===== src/hdl/afdc_pkg.sv =====
// ----------------------------------------------------------------------------
// afdc_pkg
// shared types and constants of the affine displacement field compose block
// ----------------------------------------------------------------------------
package afdc_pkg;

    localparam int DATA_W    = 32;
    localparam int COORD_W   = 16;
    localparam int PROD_W    = 2 * DATA_W;
    localparam int PC_W      = DATA_W + COORD_W + 1;
    localparam int SUM_W     = 2 * DATA_W + 2;
    localparam int CFG_W     = 64;
    localparam int CFG_IDX_W = 3;
    localparam int SIZE_W    = 48;
    localparam int TDATA_W   = 3 * DATA_W;
    localparam int Q_DEPTH   = 4;
    localparam int Q_PTR_W   = $clog2(Q_DEPTH);
    localparam int Q_CNT_W   = $clog2(Q_DEPTH + 1);

    localparam logic [CFG_IDX_W-1:0] CFG_ROW0_FIRST  = 3'd0;
    localparam logic [CFG_IDX_W-1:0] CFG_ROW0_SECOND = 3'd1;
    localparam logic [CFG_IDX_W-1:0] CFG_ROW1_FIRST  = 3'd2;
    localparam logic [CFG_IDX_W-1:0] CFG_ROW1_SECOND = 3'd3;
    localparam logic [CFG_IDX_W-1:0] CFG_ROW2_FIRST  = 3'd4;
    localparam logic [CFG_IDX_W-1:0] CFG_ROW2_SECOND = 3'd5;
    localparam logic [CFG_IDX_W-1:0] CFG_VOLUME_SIZE = 3'd6;
    localparam logic [CFG_IDX_W-1:0] CFG_THREE_D     = 3'd7;

    // coefficients indexed [row][column], translation indexed [row]
    typedef struct packed {
        logic [2:0][2:0][DATA_W-1:0] coef;
        logic [2:0][DATA_W-1:0]      trans;
        logic                        three_d;
    } t_cfg;

    // one voxel as it waits between front and back
    typedef struct packed {
        logic [2:0][DATA_W-1:0]  disp;
        logic [2:0][COORD_W-1:0] coord;
        logic                    last;
    } t_item;

endpackage


===== src/hdl/afdc_queue.sv =====
// ----------------------------------------------------------------------------
// afdc_queue
// short first-in first-out queue between front and back
// ----------------------------------------------------------------------------
module afdc_queue (
    input  logic            i_clk,
    input  logic            i_rst_n,
    input  logic            i_push,
    input  afdc_pkg::t_item i_item,
    output logic            o_ready,
    input  logic            i_pop,
    output logic            o_valid,
    output afdc_pkg::t_item o_item
);

    afdc_pkg::t_item                 r_mem [afdc_pkg::Q_DEPTH];
    logic [afdc_pkg::Q_PTR_W-1:0]    r_wr_ptr;
    logic [afdc_pkg::Q_PTR_W-1:0]    r_rd_ptr;
    logic [afdc_pkg::Q_CNT_W-1:0]    r_count;

    assign o_ready = r_count != afdc_pkg::Q_CNT_W'(afdc_pkg::Q_DEPTH);
    assign o_valid = r_count != '0;
    assign o_item  = r_mem[r_rd_ptr];

    always_ff @(posedge i_clk) begin
        if (i_push) begin
            r_mem[r_wr_ptr] <= i_item;
        end
    end

    always_ff @(posedge i_clk) begin
        if (!i_rst_n) begin
            r_wr_ptr <= '0;
            r_rd_ptr <= '0;
            r_count  <= '0;
        end else begin
            if (i_push) begin
                r_wr_ptr <= afdc_pkg::Q_PTR_W'(r_wr_ptr + 1'b1);
            end
            if (i_pop) begin
                r_rd_ptr <= afdc_pkg::Q_PTR_W'(r_rd_ptr + 1'b1);
            end
            if (i_push && !i_pop) begin
                r_count <= afdc_pkg::Q_CNT_W'(r_count + 1'b1);
            end else if (!i_push && i_pop) begin
                r_count <= afdc_pkg::Q_CNT_W'(r_count - 1'b1);
            end
        end
    end

endmodule


===== config.mk =====
export PLATFORM = sky130hd
export DESIGN_NAME = afdc_queue
export DESIGN_NICKNAME = d
export VERILOG_FILES = /design/src/hdl/afdc_pkg.sv /design/src/hdl/afdc_queue.sv
export SDC_FILE = /design/constraint.sdc
export NUM_CORES = 1
export LEC_CHECK = 0
export ABC_AREA = 1
export ABC_CLOCK_PERIOD_IN_PS = 5700
export BUFFER_PORTS_ARGS = -buffer_cell sky130_fd_sc_hd__buf_4
export CORE_MARGIN = 2
export CORE_UTILIZATION = 54
export DETAILED_ROUTE_END_ITERATION = 10
export MAX_ROUTING_LAYER = met4
export PLACE_DENSITY = 0.74
export SETUP_SLACK_MARGIN = 0.1
export SYNTH_ARGS = -nofsm -noshare
export SYNTH_HDL_FRONTEND = slang
export SYNTH_SLANG_ARGS = --single-unit

===== constraint.sdc =====
create_clock -name i_clk -period 5.7 [get_ports i_clk]
set_input_delay 0.57 -clock i_clk [delete_from_list [all_inputs] [get_ports i_clk]]
set_output_delay 0.57 -clock i_clk [all_outputs]
set_load 0.05 [all_outputs]

==> results.ini <==
[detailed_routing]
routed_wl_mm = 47.1
drt_pass1_iterations = 4
ant_nets = 0
drt-initial-drc-count = 1174
num_vias = 13200
avgRoutedWirePerCell_um = 20.5
drc = 0
viasPerCell = 5.73

[outcome]
status = finished, final reports clean

[pwr]
ir_drop_mv = 0.274
power_w = 0.00986
leakage_nw = 9.04
power.density_nw_per_um2 = 378

[synthesis]
synth_common_cells = edfxtp_1 (580), o21ai_0 (296), nor2_1 (293)
synth-simple-area-share = 0.0530
syn-num-nets = 1615
yosysSeqAreaShare = 0.807
ys_types = 17
ys_warn_count = 0
synth-compound-area-share = 0.111
synthXorXnorAreaFrac = 0
synth_top_family_by_area = compound AO/OA/AOI/OAI gates
netlist.area_leader.share = 0.799
synth_top_area_cell = edfxtp_1
synth_area_um2 = 21800
synth_edf_count = 580
yosysMostFrequentCell = edfxtp_1
avgSynthCellArea_um2 = 14.9
async_flop_share = 0
synthMuxAreaShare = 0
syn_inst = 1460
synthAdderAreaFrac = 0.00379
synth_ff_type = edfxtp_1
synth-seq-cells = 589
synthTopCellsByArea = edfxtp_1 (80%), o21ai_0 (6.8%), nor2_1 (5.0%), o22ai_1 (4.2%), clkbuf_1 (1.1%)

[hold_path]
hold_path_class = in2reg
hold_depth = 1
min-delay-start = i_item[35]
whs_endpoint = r_mem[3][35]

[grt]
grt_max_degree = 167
grt_pass1_wl_mm = 71.0
antenna_found_initial = 1
grtUsageTotal = 0.228
grt_pass1_vias = 12900
gr-total-overflow = 0

[sta]
fin_hold_ws_ns = 0.170
hold_viol_final = 0
finalSetupTns_ns = 0
finalCritPeriodShare = 0.712
slew_violations = 0
rsz0062_at_grt = no
setup_viol = 0
period_minus_slack_ns = 4.06
tightest_slew_ns = 1.13
clock_skew_ns = 0.00877
fmax_ghz = 0.246
slew_headroom = 0.245

[worst_setup_path]
start_kind = flip-flop
worstReg2RegEnd = r_mem[2][104]
cp_cell_sequence = buf_4 -> buf_4 -> o21ai_0 -> o22ai_1 -> buf_4
r2r-start = r_wr_ptr[0]
crit_top_cell = buf_4
crit_fanout = 79
arrival_ns = 3.49
ff2ff_path_depth = 5
slowest_stage = buf_4
critPathKind = reg2out
crit_path_end_kind = primary output
critPathRequiredTime_ns = 5.13
cpPeakStageDelay_ns = 0.74
ff2ff_setup_slack_ns = 3.50

[floorplan]
die_h_um = 205
core_um2 = 39800
initial_utilization = 0.547
fp.dieW_um = 205
rows = 73
pin_count = 296
die_area_um2 = 42000

[placed_design]
io_buffers = 295
gp_congestion = 0.767
hpwl_mm = 25.6

[clock_tree]
cts_resized = 0
clockBufferDepth = 3
root_buffer = clkbuf_16
cts_buffers = 57
post_cts_buffers = 0
clkLatencyLatePin_ns = 0.59
cts.sinks = 589
cts_hold_buf = 0
cts_max_level = 2
cts_tree = built
cts.reportedPaths.clkPinSlew_ns = 0.06

[final_layout]
areaGrowthSynthToFinish_pct = 19.7
drive_gt1_frac = 0.217
nNetsFinal = 1885

[job]
drv_cap = 0

metal layers:
metal  vias to the layer above  global-route usage  share of wire
met4                         0              0.0683          0.020
met3                        68              0.0523          0.082
met1                      6587               0.295           0.41
met5                         -                   -              0
met2                       467               0.364           0.49
li1                       6071                   -              -
worst max path at each step:
stage                     startpoint     endpoint  slack [ns]
after floorplan               i_push  r_mem[0][0]        1.81
after global placement     flip-flop  o_item[133]        2.39
after detailed placement   flip-flop   o_item[39]        2.29
after CTS                  flip-flop   o_item[39]        1.62
after global routing       flip-flop   o_item[38]        1.46
final                      flip-flop   o_item[93]        1.64
per-stage QoR:
step                area, um2  utilization  instances  setup WS (ns)
global route            26100        0.655       2304           1.46
finish                  26100        0.655       2304           1.64
global placement        24400        0.612       2196           2.39
floorplan               21800            -       1460           1.81
detailed placement      24400        0.612       2196           2.29
CTS                     26100        0.655       2303           1.62
state kept, by name, summed over array words and instances, names as in the netlist, named ones only:
signal,cells
r_count,3
r_mem,580
r_rd_ptr,2
r_wr_ptr,2
critical path, delay by kind of cell, from the launching register on:
family / cells / cell delay (ns)
DFF: 1 / 0.59
AOI/OAI and AO/OA: 2 / 0.52
buffers and inverters: 3 / 1.66
cell type report:
type | instances | area (um2)
Fill cell | 2785 | 13700
Antenna cell | 1 | 2.50
Sequential cell | 589 | 17600
Timing Repair Buffer | 306 | 2350
Clock inverter | 32 | 198
Multi-Input combinational cell | 758 | 3650
Inverter | 18 | 100
Clock buffer | 75 | 1540
Tap cell | 525 | 657
placed cells by master (no fill, tap or decap), drive strengths merged:
cell type,netlist,final
edfxtp,580,580
buf,34,306
o21ai,296,296
nor2,293,293
o22ai,145,145
clkbuf,61,75
clkinv,0,28
inv,18,20
nand2,9,9
dfxtp,9,9
a21oi,5,5
ha,5,5
nand3,3,3
bufinv,0,2
diode,0,1
nand4,1,1
fa,1,1
power breakdown:
group          switching [W]  internal (W)  total, W
clock network        0.00148       0.00198   0.00346
registers          0.0000441       0.00496   0.00500
logic                0.00102      0.000373   0.00140
kinds of logic (layout without fill, tap and decap cells):
family	Yosys count	in the layout
AO/OA/AOI/OAI	446	446
other	0	1
buffers and inverters	113	431
AND/OR/NAND/NOR	306	306
flip-flops	589	589
adder cells (fa/ha/maj)	6	6
Note: power is estimated with default switching activity, not from simulation.
