**config.mk**
```make
export PLATFORM = sky130hd
export DESIGN_NAME = afdc_front
export DESIGN_NICKNAME = d
export VERILOG_FILES = /design/src/hdl/afdc_pkg.sv /design/src/hdl/afdc_front.sv
export SDC_FILE = /design/constraint.sdc
export NUM_CORES = 1
export LEC_CHECK = 0
export BUFFER_PORTS_ARGS = -buffer_cell sky130_fd_sc_hd__buf_2
export CORE_ASPECT_RATIO = 1.4
export CORE_MARGIN = 8
export CORE_UTILIZATION = 35
export DETAILED_ROUTE_END_ITERATION = 12
export HOLD_SLACK_MARGIN = 0.15
export MAX_ROUTING_LAYER = met4
export PLACE_DENSITY = 0.66
export SLEW_MARGIN = 10
export SYNTH_ARGS = -nofsm -noshare
export SYNTH_HDL_FRONTEND = slang
export SYNTH_SLANG_ARGS = --single-unit
```
**constraint.sdc**
```tcl
create_clock -name i_clk -period 7.21 [get_ports i_clk]
set_input_delay 1.442 -clock i_clk [delete_from_list [all_inputs] [get_ports i_clk]]
set_output_delay 1.442 -clock i_clk [all_outputs]
set_load 0.005 [all_outputs]
```
**src/hdl/afdc_pkg.sv**
```systemverilog
// ----------------------------------------------------------------------------
// afdc_pkg
// shared types and constants of the affine displacement field compose block
// ----------------------------------------------------------------------------
package afdc_pkg;

    localparam int DATA_W    = 32;
    localparam int COORD_W   = 16;
    localparam int PROD_W    = 2 * DATA_W;
    localparam int PC_W      = DATA_W + COORD_W + 1;
    localparam int SUM_W     = 2 * DATA_W + 2;
    localparam int CFG_W     = 64;
    localparam int CFG_IDX_W = 3;
    localparam int SIZE_W    = 48;
    localparam int TDATA_W   = 3 * DATA_W;
    localparam int Q_DEPTH   = 4;
    localparam int Q_PTR_W   = $clog2(Q_DEPTH);
    localparam int Q_CNT_W   = $clog2(Q_DEPTH + 1);

    localparam logic [CFG_IDX_W-1:0] CFG_ROW0_FIRST  = 3'd0;
    localparam logic [CFG_IDX_W-1:0] CFG_ROW0_SECOND = 3'd1;
    localparam logic [CFG_IDX_W-1:0] CFG_ROW1_FIRST  = 3'd2;
    localparam logic [CFG_IDX_W-1:0] CFG_ROW1_SECOND = 3'd3;
    localparam logic [CFG_IDX_W-1:0] CFG_ROW2_FIRST  = 3'd4;
    localparam logic [CFG_IDX_W-1:0] CFG_ROW2_SECOND = 3'd5;
    localparam logic [CFG_IDX_W-1:0] CFG_VOLUME_SIZE = 3'd6;
    localparam logic [CFG_IDX_W-1:0] CFG_THREE_D     = 3'd7;

    // coefficients indexed [row][column], translation indexed [row]
    typedef struct packed {
        logic [2:0][2:0][DATA_W-1:0] coef;
        logic [2:0][DATA_W-1:0]      trans;
        logic                        three_d;
    } t_cfg;

    // one voxel as it waits between front and back
    typedef struct packed {
        logic [2:0][DATA_W-1:0]  disp;
        logic [2:0][COORD_W-1:0] coord;
        logic                    last;
    } t_item;

endpackage

```
**src/hdl/afdc_front.sv**
```systemverilog
// ----------------------------------------------------------------------------
// afdc_front
// voxel counters: tags each accepted item with its coordinate and end flag
// ----------------------------------------------------------------------------
module afdc_front #(
    parameter int COORD_BITS = 16
) (
    input  logic                         i_clk,
    input  logic                         i_rst_n,
    input  logic [afdc_pkg::SIZE_W-1:0]  i_size,
    input  logic                         i_push,
    input  logic [afdc_pkg::TDATA_W-1:0] i_data,
    output afdc_pkg::t_item              o_item
);

    logic [COORD_BITS-1:0] r_col;
    logic [COORD_BITS-1:0] r_row;
    logic [COORD_BITS-1:0] r_slice;
    logic [COORD_BITS-1:0] n_col;
    logic [COORD_BITS-1:0] n_row;
    logic [COORD_BITS-1:0] n_slice;
    logic [COORD_BITS-1:0] w_size_x;
    logic [COORD_BITS-1:0] w_size_y;
    logic [COORD_BITS-1:0] w_size_z;
    logic                  w_last_x;
    logic                  w_last_y;
    logic                  w_last_z;

    assign w_size_x = i_size[COORD_BITS-1:0];
    assign w_size_y = i_size[16 +: COORD_BITS];
    assign w_size_z = i_size[32 +: COORD_BITS];

    assign w_last_x = r_col >= w_size_x;
    assign w_last_y = r_row >= w_size_y;
    assign w_last_z = r_slice >= w_size_z;

    always_comb begin
        n_col   = r_col;
        n_row   = r_row;
        n_slice = r_slice;
        if (!w_last_x) begin
            n_col = COORD_BITS'(r_col + 1'b1);
        end else begin
            n_col = '0;
            if (!w_last_y) begin
                n_row = COORD_BITS'(r_row + 1'b1);
            end else begin
                n_row   = '0;
                n_slice = w_last_z ? '0 : COORD_BITS'(r_slice + 1'b1);
            end
        end
    end

    always_ff @(posedge i_clk) begin
        if (!i_rst_n) begin
            r_col   <= '0;
            r_row   <= '0;
            r_slice <= '0;
        end else if (i_push) begin
            r_col   <= n_col;
            r_row   <= n_row;
            r_slice <= n_slice;
        end
    end

    always_comb begin
        o_item.disp[0]  = i_data[0 +: afdc_pkg::DATA_W];
        o_item.disp[1]  = i_data[afdc_pkg::DATA_W +: afdc_pkg::DATA_W];
        o_item.disp[2]  = i_data[2*afdc_pkg::DATA_W +: afdc_pkg::DATA_W];
        o_item.coord[0] = afdc_pkg::COORD_W'(r_col);
        o_item.coord[1] = afdc_pkg::COORD_W'(r_row);
        o_item.coord[2] = afdc_pkg::COORD_W'(r_slice);
        o_item.last     = w_last_x && w_last_y && w_last_z;
    end

endmodule

```
==> results.tsv, run 1 <==
stage	metric	value	unit
run_status	status	finished clean	
die	CORE AREA	11900	um^2
layout	Diodes inserted	0	
grt	GR Overflow Total	0	
critical_path	Startpoint Class	primary input	
sta	Tmin final	4640	ps
layout	Final #Nets	739	
sta	setup ws final	2570	ps
logic_synthesis	post-synthesis xor/xnor area fraction	4.72	%
critical_path	family with the most delay on the worst path	compound AO/OA/AOI/OAI gates	
placed_design	Final HPWL DP	9.00	mm
layout	Util after Layout	36.3	%
placed_design	Port-buffer cells	99	
critical_path	slowest CP cell	o31ai_1	
detailed_routing	Detailed Route Iter0 Violations	201	
logic_synthesis	Seq/Total Area, Yosys	22.5	%
layout	Register Area	961	um^2
layout	multi-input logic area	2300	um^2
power_and_ir_drop	leakage	2.12	nW
grt	met1 GRT Util	13.7	%
grt	pin count of the biggest net entering global routing	20	
layout	Non-Filler Instances	689	
grt	first-pass GRT wire length	17.7	mm
logic_synthesis	Synth warnings	0	
detailed_routing	Post-DRT Antenna Nets	0	
placed_design	cell area after placement	4170	um^2
logic_synthesis	Synth Instances	541	
logic_synthesis	register bit count reported by yosys	48	
grt	GRT Total Usage	14.0	%
grt	GR Util met2	22.8	%
logic_synthesis	Syn Std Cell Area	4270	um^2
sta	Slew Limit Headroom	58.9	%
grt	initial antenna violation count	0	
die	I/O pin total	292	
clock_network	Clock Pin Slew Worst Setup and Hold Paths	60	ps
placed_design	DP Worst Slack	2510	ps
power_and_ir_drop	pwr dens	131	nW/um^2
critical_path	Max Fanout on Critical Path	4	
grt	GR Util met3	2.82	%
critical_path	slowest stage delay, CP	440	ps
placed_design	GPL Wtd Cong	0.814	
clock_network	clock root cell	clkbuf_16	
die	Rows	47	
clock_network	H-Tree Depth	2	
sta	final hold slack	515	ps
critical_path	critical path class	in2out	
layout	# fillers	1257	
clock_network	CTS Sinks	48	
critical_path	crit path launch	i_size[34]	
placed_design	placed insts	681	
power_and_ir_drop	Power Total	564	uW
critical_path	flop2flop setup slack	4220	ps
sta	Fin. Hold Viols	0	
logic_synthesis	ys async rst share	0	%
critical_path	R2R Path Start	r_col[0]	
run	max_cap viols	0	
grt	gr busiest metal	met2	
logic_synthesis	top_reg_cell synth	dfxtp_1	
clock_network	maximum clock path buffer count	2	
sta	Setup TNS Final	0	ps
detailed_routing	drt drc	0	
critical_path	Top cell by count, worst path	buf_2	
critical_path	CP endpoint	o_item[0]	
sta	Fmax	0.215	GHz
die	die width	109	um
critical_path	Critical Path RT	5770	ps
logic_synthesis	Mapped Avg Cell Area	7.89	um^2
clock_network	CTS tree	built	
detailed_routing	vias	3588	
clock_network	Resized Gates After CTS	0	
sta	Slew Limit Fails	0	
layout	layout cell share with drive strength beyond 1	22.3	%
logic_synthesis	Post-synth EDFFs	0	
critical_path	CP cell instances	buf_2, inv_1, ha_1, nand2_1, o21ai_0, a21oi_1, o31ai_1, nor2_1, a211oi_1, buf_2	
critical_path	FF-to-FF path depth	9	
die	height of the die	147	um
layout	Design Area, Final	4310	um^2
detailed_routing	TritonRoute pass-1 iters	4	
critical_path	crit path DAT	3200	ps
sta	RSZ-0062 raised after global routing	false	
logic_synthesis	post-synthesis mux area share	0.264	%
sta	Slew @ Worst Pin	615	ps
power_and_ir_drop	VDD IR-drop max	0.0000849	V
layout	P&R area growth vs syn	1.11	%
clock_network	hold buffers post-CTS	0	
logic_synthesis	Synth cell types	50	
critical_path	WP depth	10	
critical_path	Worst Path Buf+Inv	3	
sta	# setup viols final	0	
logic_synthesis	synthesized-area fraction occupied by adder cells	15.0	%
die	DIE AREA	16000	um^2
logic_synthesis	compound-gate portion of the synthesized area	14.0	%
die	Starting Density	35.9	%
detailed_routing	Routed WL	11.3	mm
logic_synthesis	simple-gate area share of the yosys netlist	20.0	%
clock_network	setup bufs post-CTS	0	
logic_synthesis	syn nets	739	
logic_synthesis	main combinational cell family by area after synthesis	buffers and inverters	
grt	vias in the first global route	3687	
clock_network	Worst-Skew Late Latency	290	ps
sta	Setup Skew	10.5	ps
critical_path	nature of the critical path endpoint	output pin	
sta	Tcrit/Tclk final	64.4	%
detailed_routing	drt wl/cell	16.5	um
hold_path	hold crit path type	reg2reg	
detailed_routing	vias per inst	5.21	
clock_network	CTS Buf Count	5	
critical_path	R2R Path End	r_slice[15]	
-- tightest hold or removal path, stage by stage, from the launching register on --
cell and delay (ps):
dfxtp_1 340, nand2_1 60, o32ai_1 70
-- synth_stat cells, types with 4 or more instances --
master    count  area share (%)
o21a_1        5            0.88
and3_1       12             1.8
a21oi_1      29             3.4
o21ai_0       7            0.82
nor2b_1       4            0.59
o22ai_1       7             1.0
o211ai_1      4            0.70
ha_1         51              15
a21o_1        8             1.4
clkbuf_1      5            0.44
nor3_1       10             1.2
inv_1        58             5.1
o21ai_1       4            0.47
nand3_1      21             2.5
nor2_1       39             3.4
xnor2_1       8             1.6
or3_1        10             1.5
nand4_1      18             2.6
buf_4        96              17
dfxtp_1      48              23
nand2_1      37             3.3
xor2_1       15             3.1
-- sequential cells by signal, summed over array words and instances (netlist names) --
register and cells:
r_col 16, r_slice 16, r_row 16
-- cells by family (layout without fill, tap and decap cells) --
kind of cell	Yosys count	after routing
simple gates	168	168
buf+inv	165	166
compound gates	85	85
fa+ha+maj	51	51
flops	48	48
xor+xnor	23	23
mux	1	1
-- worst min path at each step --
stage                      from     endpoint  cells past startpoint
floorplan           r_slice[15]  r_slice[15]                      2
global placement    r_slice[15]  r_slice[15]                      2
detailed placement  r_slice[15]  r_slice[15]                      2
CTS                 r_slice[15]  r_slice[15]                      2
global route        r_slice[15]  r_slice[15]                      2
finish              r_slice[15]  r_slice[15]                      2
-- cell usage in the layout, fill, tap and decap left out, drive strengths merged, types with 5 or more instances in the layout --
master / synthesis / routed
o22ai: 7 / 7
clkbuf: 5 / 6
xnor2: 8 / 8
o21ai: 13 / 13
buf: 102 / 100
a21oi: 31 / 31
inv: 58 / 58
ha: 51 / 51
nor3: 10 / 10
a21o: 8 / 8
xor2: 15 / 15
nand3: 21 / 21
and3: 12 / 12
dfxtp: 48 / 48
nor2: 39 / 39
nand2: 38 / 38
or3: 10 / 10
o21a: 5 / 5
nand4: 19 / 19
-- per-layer routing --
metal	share of wire [%]	vias to the layer above
met5	0	-
met4	8.2	0
met1	38	1611
li1	-	1750
met2	47	141
met3	7.5	86
-- layout make-up --
type | count | share of cell area (%)
Inverter | 58 | 5.05
Multi-Input combinational cell | 328 | 53.3
Clock buffer | 6 | 3.22
Clock inverter | 2 | 0.232
Timing Repair Buffer | 100 | 11.7
Sequential cell | 48 | 22.3
Tap cell | 147 | 4.26
-- where the power goes --
part	switching [mW]	internal (mW)	leakage, nW
clock network	0.103	0.137	0.0766
logic	0.0280	0.0255	1.66
registers	0.00345	0.267	0.387
total	0.134	0.429	2.12
(Power assumes the default switching activity.)
==> run 2: changes to the inputs <==
Clock period 7.21 ns to 4.3 ns, I/O delays scaled along.
==> run 2 against run 1 <==
Count of clock-buffer cells in the layout shrank 1. Critical path type unchanged. Worst hold slack gained 3.5 ps. Die area is the same. Flip-flop and latch count is the same. First-iteration DRC count shrank 16%. Cell count is the same. Combinational power grew 68%. Global-route usage grew 0.074 points.
==> results.tsv, run 2 (synthesized netlist as in run 1, its figures left out) <==
stage	metric	value	unit	change
run_status	status	finished clean		
clock_network	maximum clock path buffer count	2		unchanged
grt	GR Util met2	23.1	%	+0.27 points
clock_network	setup bufs post-CTS	0		unchanged
grt	GRT Total Usage	14.1	%	+0.074 points
layout	Diodes inserted	0		unchanged
layout	# fillers	1256		-0.080%
power_and_ir_drop	internal power	882	uW	+110%
placed_design	Final HPWL DP	9.08	mm	+0.93%
power_and_ir_drop	Seq pwr share	40.7	%	-7.2 points
sta	Fin. Hold Viols	0		unchanged
grt	GR Util met3	2.69	%	-0.13 points
power_and_ir_drop	switching pwr	230	uW	+71%
grt	vias in the first global route	3682		-0.14%
die	Rows	47		unchanged
die	Starting Density	35.9	%	unchanged
detailed_routing	drt wl/cell	16.5	um	+0.26%
power_and_ir_drop	Power Total	1.11	mW	+97%
die	die width	109	um	unchanged
placed_design	GPL Wtd Cong	0.814		unchanged
placed_design	Port-buffer cells	99		unchanged
hold_path	hold crit path type	reg2reg		
detailed_routing	TritonRoute pass-1 iters	4		unchanged
sta	Setup Skew	5.87	ps	-4.68 ps
clock_network	hold buffers post-CTS	0		unchanged
power_and_ir_drop	Clk pwr share	51.2	%	+8.6 points
critical_path	Max Fanout on Critical Path	4		unchanged
layout	layout cell share with drive strength beyond 1	22.3	%	unchanged
power_and_ir_drop	Switching Share	20.7	%	-3.2 points
clock_network	CTS Sinks	48		unchanged
sta	Fmax	0.287	GHz	
critical_path	critical path class	in2out		
clock_network	clock root cell	clkbuf_16		
detailed_routing	vias per inst	5.25		+0.72%
grt	gr busiest metal	met2		
run	max_cap viols	0		unchanged
grt	pin count of the biggest net entering global routing	20		unchanged
critical_path	Critical Path RT	3440	ps	-2330 ps
layout	most frequent cells in the layout	buf_2, inv_1, ha_1, dfxtp_1, nor2_1		
critical_path	nature of the critical path endpoint	output pin		
power_and_ir_drop	Logic pwr share	8.1	%	-1.4 points
grt	first-pass GRT wire length	17.8	mm	+0.20%
power_and_ir_drop	VDD IR-drop max	0.000180	V	+110%
clock_network	CTS tree	built		
layout	multi-input logic area	2300	um^2	unchanged
clock_network	Resized Gates After CTS	0		unchanged
detailed_routing	vias	3614		+0.72%
grt	met1 GRT Util	13.8	%	+0.10 points
detailed_routing	Post-DRT Antenna Nets	0		unchanged
sta	Tmin final	3480	ps	
die	I/O pin total	292		unchanged
layout	Register Area	961	um^2	unchanged
sta	Slew Limit Fails	0		unchanged
power_and_ir_drop	pwr dens	254	nW/um^2	+94%
die	height of the die	147	um	unchanged
critical_path	Startpoint Class	primary input		
grt	GR Overflow Total	0		unchanged
clock_network	CTS Buf Count	5		unchanged
detailed_routing	Detailed Route Iter0 Violations	168		-16%
power_and_ir_drop	leakage	2.15	nW	+1.3%
sta	Slew Limit Headroom	58.2	%	-0.72 points
sta	RSZ-0062 raised after global routing	false		
layout	P&R area growth vs syn	2.67	%	
detailed_routing	drt drc	0		unchanged
critical_path	crit path DAT	2620	ps	-580 ps
grt	initial antenna violation count	0		unchanged
die	CORE AREA	11900	um^2	unchanged
detailed_routing	Routed WL	11.4	mm	+0.26%
layout	Final #Nets	739		unchanged
die	DIE AREA	16000	um^2	unchanged
sta	Slew @ Worst Pin	626	ps	+10.8 ps
clock_network	H-Tree Depth	2		unchanged
sta	Tcrit/Tclk final	81.0	%	
clock_network	Worst-Skew Late Latency	290	ps	about the same
clock_network	Clock Pin Slew Worst Setup and Hold Paths	70	ps	about the same
sta	# setup viols final	0		unchanged
layout	commonest non-fill, non-tap cell in the layout	buf_2		
sta	Setup TNS Final	0	ps	unchanged
critical_path	flop2flop setup slack	1310	ps	-2910 ps
layout	Regs by FF count	r_col (16), r_row (16), r_slice (16)		
## run 2: layer usage
layer	vias up	routed length (um)
met5	-	0
met4	0	891
met3	87	792
met2	139	5390
met1	1635	4300
li1	1753	-
## run 2: final cells by class
cell class | instances | area share (%)
Inverter | 58 | 4.97
Multi-Input combinational cell | 328 | 52.5
Sequential cell | 48 | 21.9
Timing Repair Buffer | 100 | 11.5
Tap cell | 147 | 4.20
Clock buffer | 5 | 2.86
Clock inverter | 3 | 2.06
## run 2: path summary, 6_finish.rpt
| check | cells past startpoint | from | endpoint |
|---|---|---|---|
| hold reg to reg | 2 | r_slice[15] | r_slice[15] |
| setup / recovery | 10 | i_size[34] | o_item[0] |
| hold / removal | 2 | r_slice[15] | r_slice[15] |
| setup reg to reg | 9 | r_col[0] | r_slice[15] |
## run 2: per-stage QoR
stage / area [um^2] / hold WS (ps) / setup slack, ps / util [%] / std cells
CTS: 4380 / 517 / 751 / 36.9 / 689
global route: 4380 / 556 / 587 / 36.9 / 689
detailed placement: 4170 / 508 / 764 / 35.1 / 681
finish: 4380 / 519 / 817 / 36.9 / 689
floorplan: 4270 / 488 / 966 / - / 541
global placement: 4170 / 495 / 764 / 35.1 / 681
## run 2: power groups by stage
stage               sequential, mW  combinational [mW]  clock, mW
floorplan                    0.462               0.125          0
global placement             0.463              0.0862          0
detailed placement           0.463              0.0912          0
CTS                          0.453              0.0919      0.580
global route                 0.453               0.104      0.600
finish                       0.453              0.0899      0.569
## run 2: worst max-delay path, stage by stage
cell	delay, ps
buf_2	70
inv_1	30
ha_1	280
nand2_1	50
o21ai_0	200
a21oi_1	130
o31ai_1	440
nor2_1	170
a211oi_1	240
buf_2	160
